$ cat src/hw/rtl/pclt_sqrt.sv
module pclt_sqrt #(
	parameter int unsigned N  = 33,
	parameter int unsigned SW = 8
) (
	input  logic            clk,
	input  logic            arst_n,
	input  logic            in_valid,
	input  logic [2*N-1:0]  rad,
	input  logic [SW-1:0]   side,
	output logic            out_valid,
	output logic [N-1:0]    root,
	output logic [SW-1:0]   side_out
);
	// One result bit is settled in each stage, from the top pair of the radicand down.
	logic [2*N-1:0] rad_st  [0:N];
	logic [N+1:0]   rem_st  [0:N];
	logic [N-1:0]   res_st  [0:N];
	logic [SW-1:0]  side_st [0:N];
	logic           vld_st  [0:N];

	assign rad_st[0]  = rad;
	assign rem_st[0]  = '0;
	assign res_st[0]  = '0;
	assign side_st[0] = side;
	assign vld_st[0]  = in_valid;

	for (genvar k = 0; k < N; k++) begin : g_stage
		logic [N+3:0] tmp;
		logic [N+3:0] trial;
		logic         take;

		always_comb begin
			tmp   = {rem_st[k], rad_st[k][2*N-1 -: 2]};
			trial = {2'b00, res_st[k], 2'b01};
			take  = (tmp >= trial);
		end

		always_ff @(posedge clk or negedge arst_n) begin
			if (!arst_n) begin
				vld_st[k+1] <= 1'b0;
			end else begin
				vld_st[k+1] <= vld_st[k];
			end
		end

		always_ff @(posedge clk) begin
			rad_st[k+1]  <= {rad_st[k][2*N-3:0], 2'b00};
			rem_st[k+1]  <= take ? (N+2)'(tmp - trial) : tmp[N+1:0];
			res_st[k+1]  <= {res_st[k][N-2:0], take};
			side_st[k+1] <= side_st[k];
		end
	end

	assign out_valid = vld_st[N];
	assign root      = res_st[N];
	assign side_out  = side_st[N];

endmodule

$ cat config.mk
export PLATFORM = sky130hd
export DESIGN_NAME = pclt_sqrt
export DESIGN_NICKNAME = d
export VERILOG_FILES = /design/src/hw/rtl/pclt_sqrt.sv
export SDC_FILE = /design/constraint.sdc
export NUM_CORES = 2
export LEC_CHECK = 0
export CELL_PAD_IN_SITES_DETAIL_PLACEMENT = 2
export CELL_PAD_IN_SITES_GLOBAL_PLACEMENT = 2
export CORE_UTILIZATION = 45
export DETAILED_ROUTE_END_ITERATION = 10
export DONT_BUFFER_PORTS = 1
export PLACE_DENSITY_LB_ADDON = 0.15
export SLEW_MARGIN = 20
export SYNTH_ARGS = -nofsm -noshare
export SYNTH_HDL_FRONTEND = slang
export SYNTH_SLANG_ARGS = --single-unit
$ cat constraint.sdc
create_clock -name clk -period 4.92 [get_ports clk]
set_clock_uncertainty 0.05 [all_clocks]
set_input_delay 0.984 -clock clk [delete_from_list [all_inputs] [get_ports clk]]
set_output_delay 0.984 -clock clk [all_outputs]
set_load 0.005 [all_outputs]
==> metrics.md <==
| Metric | Value |
|---|---|
| Average size of a mapped cell | `10.5 um2` |
| Final critical-path required period | `4710 ps` |
| Global-route wire length before repair | `537000 um` |
| Clock tree from TritonCTS | `done` |
| Row Count | `176` |
| Total clock sinks | `2981` |
| Path depth of the worst reg2reg path | `11` |
| Max_cap viols | `0` |
| Setup TNS Final | `0 ps` |
| Stage delay of the slowest cell on the critical path | `760 ps` |
| Critical path capture point type | `flop` |
| Via count normalized by instance count | `5.56` |
| Pin count of the biggest net entering global routing | `62` |
| RSZ-0062 raised after global routing | `false` |
| Violation count after the first detailed-route iteration | `4138` |
| Worst setup path start | `g_stage[14].tmp[23]$_DFF_P_` |
| Worst Hold Depth | `1` |
| Static Leak | `55.3 nW` |
| Share of synthesized flip-flops with an asynchronous set or reset | `1.11%` |
| Filler Cell Count | `22783` |
| Class of the worst hold path | `in2reg` |
| Via count of the first global-routing pass | `85632` |
| Sum of overflow across all layers after global routing | `0` |
| Top flip-flop cell by instance count after synthesis | `sky130_fd_sc_hd__dfxtp_1` |
| Final routed DRC violation total | `2` |
| Endpoint of the worst-slack reg-to-reg timing path | `g_stage[15].tmp[19]$_DFF_P_` |
| Effective utilization at floorplan | `45.3%` |
| Post-DP HPWL | `220000 um` |
| CP Launch Type | `flop` |
| Detail-routed net length per standard cell | `26.2 um` |
| Final setup violation count | `0` |
| Period Utilization, post-route | `95.8%` |
| Number of warning messages in the yosys log | `0` |
| Count of buffers from port buffering | `0` |
| Setup CP Type | `reg2reg` |
| CTS H-tree lvls | `5` |
| Worst path arrival time | `5490 ps` |
| Remaining number of nets flagged by the antenna check after routing | `0` |
| Peak fanout along the critical path | `20` |
| Area enclosed by the die boundary | `233000 um2` |
| Number of nets in the synthesized netlist | `10568` |
| Unique masters post-synth | `98` |
| Worst Hold Path EP | `g_stage[1].trial[2]$_DFF_P_` |
| Synth-to-Final Area Change | `14.5%` |
| R2R Setup Slk | `210 ps` |
| Max-slew headroom | `25.7%` |
| Chip Width | `483 um` |
| Endpoints failing hold | `0` |
| Area after DPL | `107000 um2` |
| Antenna violations before repair | `10` |
| Clock Root Buffer | `sky130_fd_sc_hd__clkbuf_16` |
| Worst-Skew Late Latency | `970 ps` |
| Final layout net count | `10821` |
| Clock transition time at the flip-flop clock pins of the worst setup and hold paths | `70 ps` |
| Crit path required time | `5700 ps` |
| First-pass detailed-route iteration total | `9` |
| Run status | `finished with violations` |
| Number of storage elements in the synthesis netlist | `2981` |
| Clock buffer depth | `4` |
| Final wirelength | `351000 um` |
| Routed vias | `74569` |
| F_max | `212 MHz` |
| Count of buffers added by post-CTS timing repair for setup | `0` |
| Mapped Cells | `9895` |
| Cells along the critical path | `or4_1 -> nor4_1 -> nor3b_1 -> nand2b_1 -> nor4_1 -> nand3_1 -> and3b_1 -> buf_4 -> inv_1 -> nand2_1 -> mux2i_1` |
| Vertical die dimension | `483 um` |
| Final non-filler cell area | `119000 um2` |
| Hold Startpoint | `rad[65]` |
| Startpoint of the worst register-to-register path | `g_stage[14].tmp[23]$_DFF_P_` |
| Highest-delay cell along the critical path | `sky130_fd_sc_hd__and3b_1` |
| Most common cell after layout, fill and taps aside | `sky130_fd_sc_hd__dfxtp_1` |
| Share of post-route cells with drive strength above 1 | `7.01%` |
| Cell occurring most often along the worst timing path | `sky130_fd_sc_hd__nor4_1` |
| Most frequent cells in the layout | `sky130_fd_sc_hd__dfxtp_1, sky130_fd_sc_hd__inv_1, sky130_fd_sc_hd__nor2_1, sky130_fd_sc_hd__nand2_1, sky130_fd_sc_hd__a21oi_1` |
| GP Congestion | `0.874` |
| Areal power density over the cells | `555 nW/um2` |
| Top-level I/O count | `119` |
| Number of pins exceeding their max-slew limit in the final report | `0` |
| Post-synth EDFFs | `0` |
| Worst vdd rail ir drop | `0.333 mV` |
| Violations in the final reports | `design-rule violations` |
| Core Util, Final | `51.8%` |
| Number of buffers inserted during clock tree synthesis | `324` |
| Area of the mapped netlist | `104000 um2` |
| Share of synthesized area occupied by flip-flops and latches | `57.5%` |
| Placeable Area | `230000 um2` |
| Total GRT Usage | `29.9%` |
| Tightest Pin Transition | `1110 ps` |
## cell type report
| class | instances | area (um2) | share of cell area, % |
|---|---|---|---|
| antenna | 4 | 10.0 | 0.00840 |
| clock buffer | 450 | 9380 | 7.87 |
| clock inverter | 106 | 1500 | 1.26 |
| inverter | 753 | 2830 | 2.37 |
| multi-input combinational | 5974 | 40700 | 34.2 |
| sequential | 2981 | 59800 | 50.2 |
| tap | 3026 | 3790 | 3.18 |
| timing repair buffer | 114 | 1080 | 0.905 |
## cell families after synthesis
logic type | count (synthesis) | synth area share (%)
buf+inv | 940 | 3.46
mux | 102 | 1.09
xor+xnor | 905 | 7.62
flops | 2981 | 57.5
compound gates | 1886 | 11.3
fa+ha+maj | 596 | 7.17
simple gates | 2484 | 11.8
other cells | 1 | 0.00360
## through the flow
step                      worst slack (ps)  hold WS [ps]  cells  power, mW
final                                  208          65.7  13408       66.1
after detailed placement               482           263  12775       40.1
after global routing                  14.1          39.0  13406       68.5
after global placement                 748           260  12774       39.3
after floorplan                       1560           260   9895       36.4
after CTS                             96.1          27.2  13403       66.4
## worst max-delay path, delay by kind of cell, from the launching register on
family,cells,cell delay (ps)
multiplexers,1,110
buffers and inverters,2,560
flip-flops,1,350
AND/OR/NAND/NOR,8,3530
## cell usage after synthesis, drive strengths merged (143+ instances only)
library cell / number / area [um2]
nand3: 161 / 811
dfxtp: 2948 / 59000
nand2: 612 / 2300
a21oi: 614 / 3080
clkbuf: 143 / 537
nor3: 250 / 1260
inv: 749 / 2810
nor2: 617 / 2320
ha: 596 / 7460
xor2: 411 / 3600
a21o: 257 / 1930
xnor2: 494 / 4330
o21ai: 440 / 2200
## flip-flops by register name, indices dropped and copies added (netlist names)
register / count
side_st: 256
out_valid: 1
vld_st: 32
side_out: 8
g_stage.tmp: 1131
rad_st: 992
root: 33
g_stage.trial: 528
## power by group
group	internal [mW]	total, mW	switching, mW	leakage [nW]
Clock	15.0	25.3	10.3	5.35
Sequential	27.7	31.1	3.39	25.1
Combinational	3.89	9.62	5.73	24.9
Total	46.6	66.1	19.4	55.3
## metal layers
layer | up-vias | track usage [%] | part of all wire (%)
li1 | 34211 | - | -
met1 | 37623 | 32.1 | 38
met2 | 1701 | 56.4 | 53
met3 | 1022 | 4.15 | 3.2
met4 | 12 | 15.7 | 5.7
met5 | - | 0 | 0.032
## worst max-delay path by stage
stage | endpoint | slack [ps]
final | g_stage[15].tmp[19]$_DFF_P_ | 210
after global routing | g_stage[32].tmp[4]$_DFF_P_ | 10
after CTS | g_stage[12].tmp[36]$_DFF_P_ | 100
after detailed placement | g_stage[13].tmp[36]$_DFF_P_ | 480
after global placement | g_stage[23].tmp[9]$_DFF_P_ | 750
after floorplan | g_stage[31].tmp[12]$_DFF_P_ | 1560
## timing repair
action	in CTS	in global routing
hold buffers	72	0
resized for setup	1	2
endpoints found under the hold margin	103	0
endpoints found under the setup margin	2	4
No activity file was read; power rests on OpenSTA's default activity.
